[config.mk]
export PLATFORM = sky130hd
export DESIGN_NAME = ntmc_search
export DESIGN_NICKNAME = d
export VERILOG_FILES = /design/src/ntmc_pkg.sv /design/src/ntmc_search.sv
export SDC_FILE = /design/constraint.sdc
export NUM_CORES = 1
export LEC_CHECK = 0
export BUFFER_PORTS_ARGS = -buffer_cell sky130_fd_sc_hd__clkbuf_2
export CORE_ASPECT_RATIO = 2
export CORE_MARGIN = 2
export CORE_UTILIZATION = 54
export DETAILED_ROUTE_END_ITERATION = 6
export PLACE_DENSITY_LB_ADDON = 0.1
export RECOVER_POWER = 100
export SYNTH_ARGS = -nofsm -noshare
export SYNTH_HDL_FRONTEND = slang
export SYNTH_SLANG_ARGS = --single-unit
[constraint.sdc]
create_clock -name clk_i -period 7.8 [get_ports clk_i]
set_input_delay 0.39 -clock clk_i [delete_from_list [all_inputs] [get_ports clk_i]]
set_output_delay 0.39 -clock clk_i [all_outputs]
set_load 0.005 [all_outputs]
[src/ntmc_pkg.sv]
// Shared constants and types for the n-gram table membership check.
// Fixed field widths, command and status codes, register indexes, defaults.
// No dependencies.
`default_nettype none

package ntmc_pkg;

  localparam int SYM_W      = 16;
  localparam int NUM_SYMS   = 8;
  localparam int CMD_W      = 2;
  localparam int ROW_W      = 10;
  localparam int GRAM_W     = 4;
  localparam int COUNT_W    = 11;
  localparam int STATUS_W   = 2;
  localparam int CFG_IDX_W  = 1;
  localparam int CFG_DATA_W = 11;

  localparam int DEF_TABLE_DEPTH = 1024;
  localparam int DEF_MAX_GRAM    = 8;
  localparam int DEF_SYMBOL_BITS = 16;

  typedef logic [CMD_W-1:0]     cmd_t;
  typedef logic [STATUS_W-1:0]  status_t;
  typedef logic [CFG_IDX_W-1:0] cfg_idx_t;

  localparam cmd_t CMD_LOAD  = 2'd0;
  localparam cmd_t CMD_START = 2'd1;
  localparam cmd_t CMD_PLAIN = 2'd2;

  localparam status_t ST_OK        = 2'd0;
  localparam status_t ST_ANOMALOUS = 2'd1;
  localparam status_t ST_ALIEN     = 2'd2;

  localparam cfg_idx_t CFG_GRAM_LEN    = 1'd0;
  localparam cfg_idx_t CFG_ENTRY_COUNT = 1'd1;

endpackage

`default_nettype wire

[src/ntmc_search.sv]
// Item controller: takes items, drives table writes, runs the binary search
// one probe per cycle against the table read port, holds the result item.
// Depends on ntmc_pkg.
`default_nettype none

module ntmc_search #(
  parameter int TABLE_DEPTH = 1024,
  parameter int MAX_GRAM    = 8,
  parameter int SYMBOL_BITS = 16,
  localparam int AW         = (TABLE_DEPTH > 1) ? $clog2(TABLE_DEPTH) : 1
) (
  input  wire logic                                  clk_i,
  input  wire logic                                  rst_ni,
  input  wire logic [ntmc_pkg::GRAM_W-1:0]           gram_len_i,
  input  wire logic [ntmc_pkg::COUNT_W-1:0]          entry_count_i,
  input  wire logic                                  in_valid_i,
  output logic                                       in_ready_o,
  input  wire ntmc_pkg::cmd_t                        cmd_i,
  input  wire logic                                  lead_zero_i,
  input  wire logic                                  row_ok_i,
  input  wire logic [MAX_GRAM-1:0][SYMBOL_BITS-1:0]  win_i,
  output logic                                       wr_en_o,
  output logic      [AW-1:0]                         rd_addr_o,
  input  wire logic [MAX_GRAM-1:0][SYMBOL_BITS-1:0]  rd_data_i,
  output logic                                       out_valid_o,
  input  wire logic                                  out_ready_i,
  output ntmc_pkg::status_t                          status_o
);
  import ntmc_pkg::*;

  localparam int CW = $clog2(TABLE_DEPTH + 1);
  localparam int EW = (CW > COUNT_W) ? CW : COUNT_W;

  typedef enum logic [1:0] {
    S_IDLE  = 2'b01,
    S_PROBE = 2'b10
  } state_e;

  state_e                               state_q, state_d;
  logic                                 out_valid_q, out_valid_d;
  status_t                              status_q, status_d;
  logic [MAX_GRAM-1:0][SYMBOL_BITS-1:0] win_q;
  logic [CW-1:0]                        lo_q, lo_d, hx_q, hx_d;
  logic [AW-1:0]                        mid_q;

  logic [GRAM_W-1:0] g_eff;
  logic [CW-1:0]     cnt;
  logic              in_fire;
  logic              load_win;
  logic              cmp_lt, cmp_gt, decided;
  logic [CW-1:0]     lo_nxt, hx_nxt;
  status_t           miss_status;

  // Clamp the configuration to what the table holds.
  always_comb begin
    if (gram_len_i == '0) begin
      g_eff = GRAM_W'(1);
    end else if (gram_len_i > GRAM_W'(MAX_GRAM)) begin
      g_eff = GRAM_W'(MAX_GRAM);
    end else begin
      g_eff = gram_len_i;
    end
    if (EW'(entry_count_i) > EW'(TABLE_DEPTH)) begin
      cnt = CW'(TABLE_DEPTH);
    end else begin
      cnt = CW'(entry_count_i);
    end
  end

  assign miss_status = (g_eff == GRAM_W'(1)) ? ST_ALIEN : ST_ANOMALOUS;

  // Lexicographic compare of the window against the probed row.
  always_comb begin
    cmp_lt  = 1'b0;
    cmp_gt  = 1'b0;
    decided = 1'b0;
    for (int i = 0; i < MAX_GRAM; i++) begin
      if (!decided && (GRAM_W'(i) < g_eff)) begin
        if (win_q[i] < rd_data_i[i]) begin
          cmp_lt  = 1'b1;
          decided = 1'b1;
        end else if (win_q[i] > rd_data_i[i]) begin
          cmp_gt  = 1'b1;
          decided = 1'b1;
        end
      end
    end
  end

  always_comb begin
    lo_nxt = lo_q;
    hx_nxt = hx_q;
    if (cmp_lt) begin
      hx_nxt = CW'(mid_q);
    end
    if (cmp_gt) begin
      lo_nxt = CW'(mid_q) + CW'(1);
    end
  end

  assign in_ready_o = (state_q == S_IDLE) && (!out_valid_q || out_ready_i);
  assign in_fire    = in_valid_i && in_ready_o;
  assign wr_en_o    = in_fire && (cmd_i == CMD_LOAD) && row_ok_i;

  always_comb begin
    state_d     = state_q;
    out_valid_d = out_valid_q && !out_ready_i;
    status_d    = status_q;
    lo_d        = lo_q;
    hx_d        = hx_q;
    load_win    = 1'b0;
    rd_addr_o   = AW'((cnt - CW'(1)) >> 1);
    case (state_q)
      S_IDLE: begin
        if (in_fire) begin
          case (cmd_i)
            CMD_START, CMD_PLAIN: begin
              if ((cmd_i == CMD_PLAIN) && lead_zero_i) begin
                out_valid_d = 1'b1;
                status_d    = ST_OK;
              end else if (cnt == '0) begin
                out_valid_d = 1'b1;
                status_d    = ST_ANOMALOUS;
              end else begin
                // first probe goes out with the accept
                load_win = 1'b1;
                lo_d     = '0;
                hx_d     = cnt;
                state_d  = S_PROBE;
              end
            end
            default: begin
              out_valid_d = 1'b1;
              status_d    = ST_OK;
            end
          endcase
        end
      end
      S_PROBE: begin
        lo_d      = lo_nxt;
        hx_d      = hx_nxt;
        rd_addr_o = AW'(lo_nxt + ((hx_nxt - CW'(1) - lo_nxt) >> 1));
        if (!cmp_lt && !cmp_gt) begin
          out_valid_d = 1'b1;
          status_d    = ST_OK;
          state_d     = S_IDLE;
        end else if (lo_nxt >= hx_nxt) begin
          out_valid_d = 1'b1;
          status_d    = miss_status;
          state_d     = S_IDLE;
        end
      end
      default: begin
        state_d = S_IDLE;
      end
    endcase
  end

  always_ff @(posedge clk_i or negedge rst_ni) begin
    if (!rst_ni) begin
      state_q     <= S_IDLE;
      out_valid_q <= 1'b0;
    end else begin
      state_q     <= state_d;
      out_valid_q <= out_valid_d;
    end
  end

  always_ff @(posedge clk_i) begin
    status_q <= status_d;
    lo_q     <= lo_d;
    hx_q     <= hx_d;
    mid_q    <= rd_addr_o;
    if (load_win) begin
      win_q <= win_i;
    end
  end

  assign out_valid_o = out_valid_q;
  assign status_o    = status_q;

endmodule

`default_nettype wire

Yosys cells after proc, flatten, opt, wreduce, memory -nomap -nowiden --
Cells that the tools add are included.
Operators by class: $add $sub $neg 5, multiply operators 0, div/mod/pow operators 0, magnitude comparators 27, eq/ne operators 11, shifts and indexed selects 0, mux-type cells 103, bitwise gates (word level) 0, reduce and logical (&&, ||, !) cells 34
Operator list (number):
- $gt 16x16->1 | 8
- $lt 16x16->1 | 8
- $mux 11 | 11
- $mux 1 | 71
- $pmux 11 s2 | 2
- $mux 2 | 13
- $sub 11x1->11 const B | 2
- $lt 3x4->1 const A | 4
- $logic_and 1x1->1 | 14
- $add 10x1->11 const B | 1
- $ge 11x11->1 | 1
- $gt 11x11->1 const B | 1
- $logic_not 1->1 | 11
- $logic_not 11->1 | 1
- $sub 11x11->11 | 1
- $add 10x10->10 | 1
- $mux 10 | 1
- $reduce_and 5->1 | 2
- $lt 1x4->1 const A | 2
- $lt 2x4->1 const A | 2
- $mux 4 | 2
- $pmux 2 s2 | 2
- $ne 2x2->1 const B | 3
- $eq 2x1->1 const B | 2
- other kinds (13) | 14
Storage, ports and cells: bits in registers 165, latch bits 0, bits in writable memories 0, memory bits (read-only) 0, output and inout bits 15, logic and storage cells 194, memories 0

Depth between registers and ports, before layout --
Gate-level depths: netlist (run 1).
word-level depth 31, gate-level depth with buffers 27

Worst setup path before layout (run 1) --
Ideal clock, no wire load.
kind input-to-output, from input rd_data_i[87] (netlist bit), to output rd_addr_o[8], arrival 5717 ps, data required time 7410 ps, path slack 1693 ps, stages on the path 26, path through inv_1 ha_1 a211o_1 o31a_1 or3_1 nor4b_1 o2111a_1 nor2_1 buf_1 mux2i_1 inv_1 ha_1 clkbuf_1 a21oi_1 o21bai_1 a21oi_1 o21ai_0 xor2_1 ha_1 and2_1 and2_1 a22o_1 a211o_1 o41ai_2 xor2_1 a22oi_1
Between the ends: cells in the longest elaborated chain, start to end 15, elaborated cells between the ends (all ways) 33
RTL lines:
- start, declared | line ntmc_search.sv:24 | input wire logic [MAX_GRAM-1:0][SYMBOL_BITS-1:0] rd_data_i,
- $gt 16x16->1 | line ntmc_search.sv:82 | end else if (win_q[i] > rd_data_i[i]) begin
- $mux 1 | line ntmc_search.sv:82
- $mux 1 | line ntmc_search.sv:79 | if (win_q[i] < rd_data_i[i]) begin
- $mux 1 | line ntmc_search.sv:78 | if (!decided && (GRAM_W'(i) < g_eff)) begin
- $mux 1 or $logic_not 1->1 (tied branches) | line ntmc_search.sv:82, ntmc_search.sv:78
- $mux 1 or $logic_and 1x1->1 (tied branches) | line ntmc_search.sv:79, ntmc_search.sv:78
- $mux 1 | line ntmc_search.sv:78
- $logic_not 1->1 | line ntmc_search.sv:78
- $logic_and 1x1->1 | line ntmc_search.sv:78
- $mux 1 | line ntmc_search.sv:78
- $mux 11 | line ntmc_search.sv:93 | if (cmp_lt) begin
- $sub 11x1->11 | line ntmc_search.sv:142 | rd_addr_o = AW'(lo_nxt + ((hx_nxt - CW'(1) - lo_nxt) >> 1));
- $sub 11x11->11 | line ntmc_search.sv:142
- $add 10x10->10 (*) | line ntmc_search.sv:142
- $mux 10 (*) | line ntmc_search.sv:113 | case (state_q)
- end, declared | line ntmc_search.sv:23 | output logic [AW-1:0] rd_addr_o,
Mark *: on every way between the ends. The rest lies on a longest branch, timed or not.

Worst setup path in the final report (run 1) --
from register win_q[61] (netlist bit), to output rd_addr_o[8]
Between the ends: cells in the longest elaborated chain, start to end 21, elaborated cells between the ends (all ways) 53
RTL lines:
- start, declared | line ntmc_search.sv:42 | logic [MAX_GRAM-1:0][SYMBOL_BITS-1:0] win_q;
- start signal, assigned | line ntmc_search.sv:175 | win_q <= win_i;
- $gt 16x16->1 | line ntmc_search.sv:82
- $mux 1 | line ntmc_search.sv:82
- $mux 1 | line ntmc_search.sv:79
- $mux 1 | line ntmc_search.sv:78
- $mux 1 or $logic_not 1->1 (tied branches) | line ntmc_search.sv:82, ntmc_search.sv:78
- $mux 1 or $logic_and 1x1->1 (tied branches) | line ntmc_search.sv:79, ntmc_search.sv:78
- $mux 1 | line ntmc_search.sv:78
- $mux 1 or $logic_not 1->1 (tied branches) | line ntmc_search.sv:82, ntmc_search.sv:78
- (+5 left out)
- $logic_not 1->1 | line ntmc_search.sv:78
- $logic_and 1x1->1 | line ntmc_search.sv:78
- $mux 1 | line ntmc_search.sv:78
- $mux 11 | line ntmc_search.sv:93
- $sub 11x1->11 | line ntmc_search.sv:142
- $sub 11x11->11 | line ntmc_search.sv:142
- $add 10x10->10 (*) | line ntmc_search.sv:142
- $mux 10 (*) | line ntmc_search.sv:113
Marks and branches as above.

==> flow_summary.toml, run 1 <==
[floorplan]
core_area_mm2 = 0.0198
die_h_um = 205
die_w_um = 104
io_pins = 294
initial_core_util = 0.549
dieArea_mm2 = 0.0214
rows = 73

[routing]
vias_per_cell = 5.63
post_drt_wl_per_cell_um = 19.0
vias = 9194
drtIter0Drc = 440
drtAntennaViolNets = 0
drc = 0
first_pass_iters = 5
drt_wl_total_mm = 31.0

[grt]
grt_max_degree = 74
antenna_found_initial = 7
grt_first_pass_wirelength_mm = 47.2
gr-usage-all-layers = 0.293
grt_pass1_vias = 9655
grt_overflow = 0

[critical_path]
r2r_start = "win_q[61]$_DFFE_PP_"
cp-end-kind = "primary output"
critPathKind = "reg -> out"
cp_slowest_stage_delay_ns = 0.60
r2r_end = "mid_q[9]$_DFF_P_"
worst_path_max_delay_cell = "o311ai_1"
reg2reg_slack_ns = 1.32
crit_path_frequent_cell = "ha_1"
worstPathRequired_ns = 7.41
cp-startpoint = "win_q[61]$_DFFE_PP_"
worst-path-max-fanout = 12
reg2reg_depth = 23
arrival_ns = 6.94
critPathLaunchType = "flip-flop"

[logic_synthesis]
synth_top_family_by_area = "adder cells"
synth_mux_area_frac = 0.0114
ys_types = 87
synthAdderAreaFrac = 0.188
synthesis.nets = 1481
synth_edf_count = 152
synth_compound_area_frac = 0.147
ys.flop_type = "edfxtp_1"
synth.avg_cell_area_um2 = 10.5
ys.warnings.count = 0
yosysSeqAreaShare = 0.445
synth.top_cell.area_share = 0.419
syn-cell-area_mm2 = 0.0109
synthSimpleGateAreaFrac = 0.124
yosys-top-cells-area = "edfxtp_1 42%, ha_1 19%, inv_1 6.0%"
ys_ff_latch = 165
async_flop_share = 0.0182
synth_xor_area_frac = 0.0209
synth.largest_area_cell = "edfxtp_1"
synthCells = 1039

[hold_path]
hold_start = "win_i[51]"
hold_path.class = "in -> reg"
hold_path_depth = 1
hold_end = "win_q[51]$_DFFE_PP_"

[run_status]
outcome = "finished, violations left"
violations = "max-capacitance violations, max-slew violations"

[clock_network]
cts_root_buf = "clkbuf_16"
cts_buffer_depth = 2
cts-htree-levels = 4
cts.clk_slew.worst_paths_ns = 0.06
clock-sinks = 165
numCtsBuffers = 17
cts_tree = "done"
clk-insertion-delay-late_ns = 0.44

[final_layout]
drive_gt1_frac = 0.258
fillers = 1685
final_cell_mix = "283 x clkbuf_2, 172 x inv_1, 162 x ha_1"
final_common_cell = "clkbuf_2"
layout.nets = 1794
syn_to_final_growth_pct = 22.3

[sta]
final-max-slew-violation-count = 74
fin_setup_tns_ns = 0
setup_ws_ns = 0.468
slew_headroom = -1.24
setup_viol = 0
worst_slew_pin_slew_ns = 3.33
hold_viol = 0
fin_crit_sh = 0.940
rsz0062_at_grt = "false"
finClkSkew_ns = 0.00944
period_minus_slack_ns = 7.33
max_freq_ghz = 0.136

[placement]
dpl_worst_slack_ns = 0.669
gp_congestion = 0.945
hpwl_mm = 25.7
portBuffers = 293

[job]
maxCapViolations = 1

[power]
leakagePower_nw = 6.24
ir_worst_vdd_uv = 412
power.density_mw_per_mm2 = 322
## through the flow
stage / std cells / cell area [µm²] / hold WS (ns) / utilization / power [mW]
4_1_cts: 1627 / 13300 / 0.0989 / 0.672 / 4.28
3_3_place_gp: 1594 / 12700 / 0.189 / 0.642 / 3.44
5_1_grt: 1634 / 13300 / 0.0971 / 0.671 / 4.58
3_5_place_dp: 1594 / 12700 / 0.192 / 0.642 / 3.44
6_report: 1634 / 13300 / 0.122 / 0.671 / 4.28
2_1_floorplan: 1039 / 10900 / 0.0944 / - / 2.80
## critical path: cells and delay by family (launching register included)
family / cells / cell delay, ns
and+or+nand+nor: 7 / 1.18
buffers and inverters: 4 / 0.75
AOI/OAI and AO/OA: 10 / 2.72
DFF: 1 / 0.37
xor gates and xnor gates: 2 / 0.26
adders and majority gates: 3 / 1.04
muxes: 1 / 0.17
## area by class of cell
type	count	area, µm²	area share
clock buffers	22	474	0.0356
well taps	262	328	0.0246
repair buffers	307	1540	0.116
clock inverters	10	97.6	0.00733
multi-input cells	688	5360	0.403
flip-flops and latches	165	4840	0.364
inverters	173	651	0.0489
diodes	7	17.5	0.00132
## what timing repair did
action / in CTS / in global routing
hold endpoints to repair: 3 / 0
buffers inserted: 0 / 0
endpoints found under the setup margin: 0 / 4
hold buffers: 1 / 0
resized for setup: 0 / 2
## cells in the mapped netlist, types with 11 or more instances
cell type	instances
nor3_1	20
o21a_1	12
o211ai_1	11
nand4_1	31
o21ai_0	32
a21oi_1	73
inv_1	173
edfxtp_1	152
xnor2_1	17
nor2b_1	11
nand3_1	23
a21o_1	12
nor2_1	51
a211oi_1	11
ha_1	162
nand2b_1	11
nand2_1	54
## report_power, final
group / internal (mW) / switching [mW]
clock: 0.466 / 0.354
sequential: 1.19 / 0.0741
combinational: 0.877 / 1.32
total: 2.53 / 1.75
## state kept, by name (all words and copies together), names as in the netlist
register / flops
win_q: 128
hx_q: 11
lo_q: 11
mid_q: 10
state_q: 2
status_o: 2
out_valid_o: 1
## how the worst max path moves through the flow
stage	endpoint	slack, ns
floorplan	rd_addr_o[8]	1.69
global placement	rd_addr_o[9]	0.70
detailed placement	rd_addr_o[9]	0.67
CTS	rd_addr_o[9]	0.30
global route	rd_addr_o[8]	0.01
finish	rd_addr_o[8]	0.47
## logic make-up after synthesis
group | after synthesis
simple gates | 251
buf+inv | 186
mux | 12
compound gates | 236
xor+xnor | 26
flops | 165
fa+ha+maj | 163
## metal layers
layer / global-route usage / vias to the layer above / part of all wire
met4: 0.193 / 0 / 0.064
met5: 0 / - / 0
met1: 0.253 / 4357 / 0.32
met3: 0.0566 / 92 / 0.044
met2: 0.588 / 296 / 0.57
li1: - / 4449 / -
Power figures use the tool's default switching activity.
==> inputs of run 2 (changes only) <==
--- a/config.mk
+++ b/config.mk
@@ -10,7 +10,7 @@
 export CORE_MARGIN = 2
 export CORE_UTILIZATION = 54
 export DETAILED_ROUTE_END_ITERATION = 6
-export PLACE_DENSITY_LB_ADDON = 0.1
+export PLACE_DENSITY = 0.8
 export RECOVER_POWER = 100
 export SYNTH_ARGS = -nofsm -noshare
 export SYNTH_HDL_FRONTEND = slang
==> run 2 against run 1 <==
Net effect: the flow still finishes with violations (max-capacitance violations, max-slew violations); flip-flop and latch count unchanged; critical path depth down 2; sequential power about the same; core utilization down 0.53 points; largest power group unchanged.
==> flow_summary.toml, run 2 (synthesized netlist as in run 1, its figures left out) <==
[sta]
max_freq_ghz = 0.137
slew_headroom = -0.399
finClkSkew_ns = 0.0155
period_minus_slack_ns = 7.31
worst_slew_pin_slew_ns = 2.10
setup_viol = 0
hold_viol = 0
final-max-slew-violation-count = 131
fin_crit_sh = 0.937
fin_setup_tns_ns = 0
setup_ws_ns = 0.491
rsz0062_at_grt = "false"

[clock_network]
cts_setup_buffers = 0
cts_tree = "done"
cts-htree-levels = 4
cts_root_buf = "clkbuf_16"
numCtsBuffers = 17
cts.clk_slew.worst_paths_ns = 0.06
clock-sinks = 165
cts_buffer_depth = 2
clk-insertion-delay-late_ns = 0.45

[critical_path]
critical-path-top-delay-family = "simple AND/OR/NAND/NOR gates"
crit_buf_inv = 2
worstPathRequired_ns = 7.41
worst_path_max_delay_cell = "nor4_1"
critPathKind = "reg -> out"
arrival_ns = 6.92
worst-path-max-fanout = 8
cp-end-kind = "primary output"
critPathLaunchType = "flip-flop"
cp_slowest_stage_delay_ns = 0.56
crit_path_frequent_cell = "ha_1"

[floorplan]
io_pins = 294
die_h_um = 205
rows = 73
initial_core_util = 0.549
core_area_mm2 = 0.0198
die_w_um = 104
dieArea_mm2 = 0.0214

[hold_path]
hold_path.class = "in -> reg"

[routing]
vias = 9295
vias_per_cell = 5.73
post_drt_wl_per_cell_um = 19.6
first_pass_iters = 7
drtIter0Drc = 521
drt_wl_total_mm = 31.8
drc = 0
drtAntennaViolNets = 0

[power]
leakagePower_nw = 6.18
power.density_mw_per_mm2 = 326
ir_worst_vdd_uv = 412
p_total_mw = 4.31

[run_status]
outcome = "finished, violations left"
violations = "max-capacitance violations, max-slew violations"

[placement]
dpl_worst_slack_ns = 0.890
portBuffers = 293
gp_congestion = 0.997
hpwl_mm = 26.4

[final_layout]
layout.nets = 1787
top_register = "win_q"
drive_gt1_frac = 0.241
final_common_cell = "clkbuf_2"
final_cell_mix = "269 x clkbuf_2, 172 x inv_1, 162 x ha_1"
largest_reg_flops = 128
reg_top3 = "win_q (128), hx_q (11), lo_q (11)"
syn_to_final_growth_pct = 21.3

[grt]
grt_overflow = 0
grt_max_degree = 84
grt_first_pass_wirelength_mm = 48.2
grt_pass1_vias = 9910
gr-usage-all-layers = 0.300
antenna_found_initial = 1

[job]
maxCapViolations = 2
==> run 2: worst paths after layout <==
check                                            start                      to  slack (ns)  cells after the start
worst max-delay path               win_q[46]$_DFFE_PP_            rd_addr_o[8]        0.49                     25
min in group asynchronous                       rst_ni   out_valid_o$_DFF_PN0_        0.30                      2
worst max register to register     win_q[46]$_DFFE_PP_        mid_q[6]$_DFF_P_        1.36                     24
max in group asynchronous                       rst_ni  state_q[0]$_DFFE_PN1P_        7.27                      2
worst min register to register  state_q[0]$_DFFE_PN1P_  state_q[0]$_DFFE_PN1P_        0.55                      2
worst min-delay path                         win_i[95]     win_q[95]$_DFFE_PP_        0.12                      1
==> run 2: cell type report <==
type                    instances  area [µm²]
fillers                      1586        6620
multi-input cells             688        5340
flip-flops and latches        165        4840
repair buffers                300        1480
inverters                     173         651
clock buffers                  26         522
well taps                     262         328
clock inverters                 6        38.8
diodes                          1        2.50
==> run 2: power by group <==
| group | total (mW) | switching [mW] | leakage, nW | internal (mW) |
|---|---|---|---|---|
| sequential | 1.27 | 0.0826 | 1.53 | 1.19 |
| combinational | 2.24 | 1.37 | 4.37 | 0.870 |
| clock | 0.805 | 0.342 | 0.276 | 0.462 |
| total | 4.31 | 1.79 | 6.18 | 2.52 |
==> run 2: routing by layer <==
metal  global-route usage  vias up  part of all wire
met3               0.0519      139             0.044
met4                0.242        0             0.083
met2                0.585      382              0.56
met5                    0        -                 0
met1                0.259     4349              0.31
li1                     -     4425                 -
==> run 2: through the flow <==
stage	utilization	std cells	hold slack, ns	cell area (µm²)
3_3_place_gp	0.640	1587	0.189	12700
4_1_cts	0.669	1620	0.101	13300
2_1_floorplan	-	1039	0.0944	10900
3_5_place_dp	0.640	1587	0.189	12700
5_1_grt	0.666	1621	0.105	13200
6_report	0.666	1621	0.118	13200
==> run 2: timing repair <==
| action | in CTS | in global routing |
|---|---|---|
| hold buffers | 1 | 0 |
| resized for setup | 0 | 0 |
| endpoints found under the setup margin | 0 | 0 |
| hold endpoints to repair | 3 | 0 |
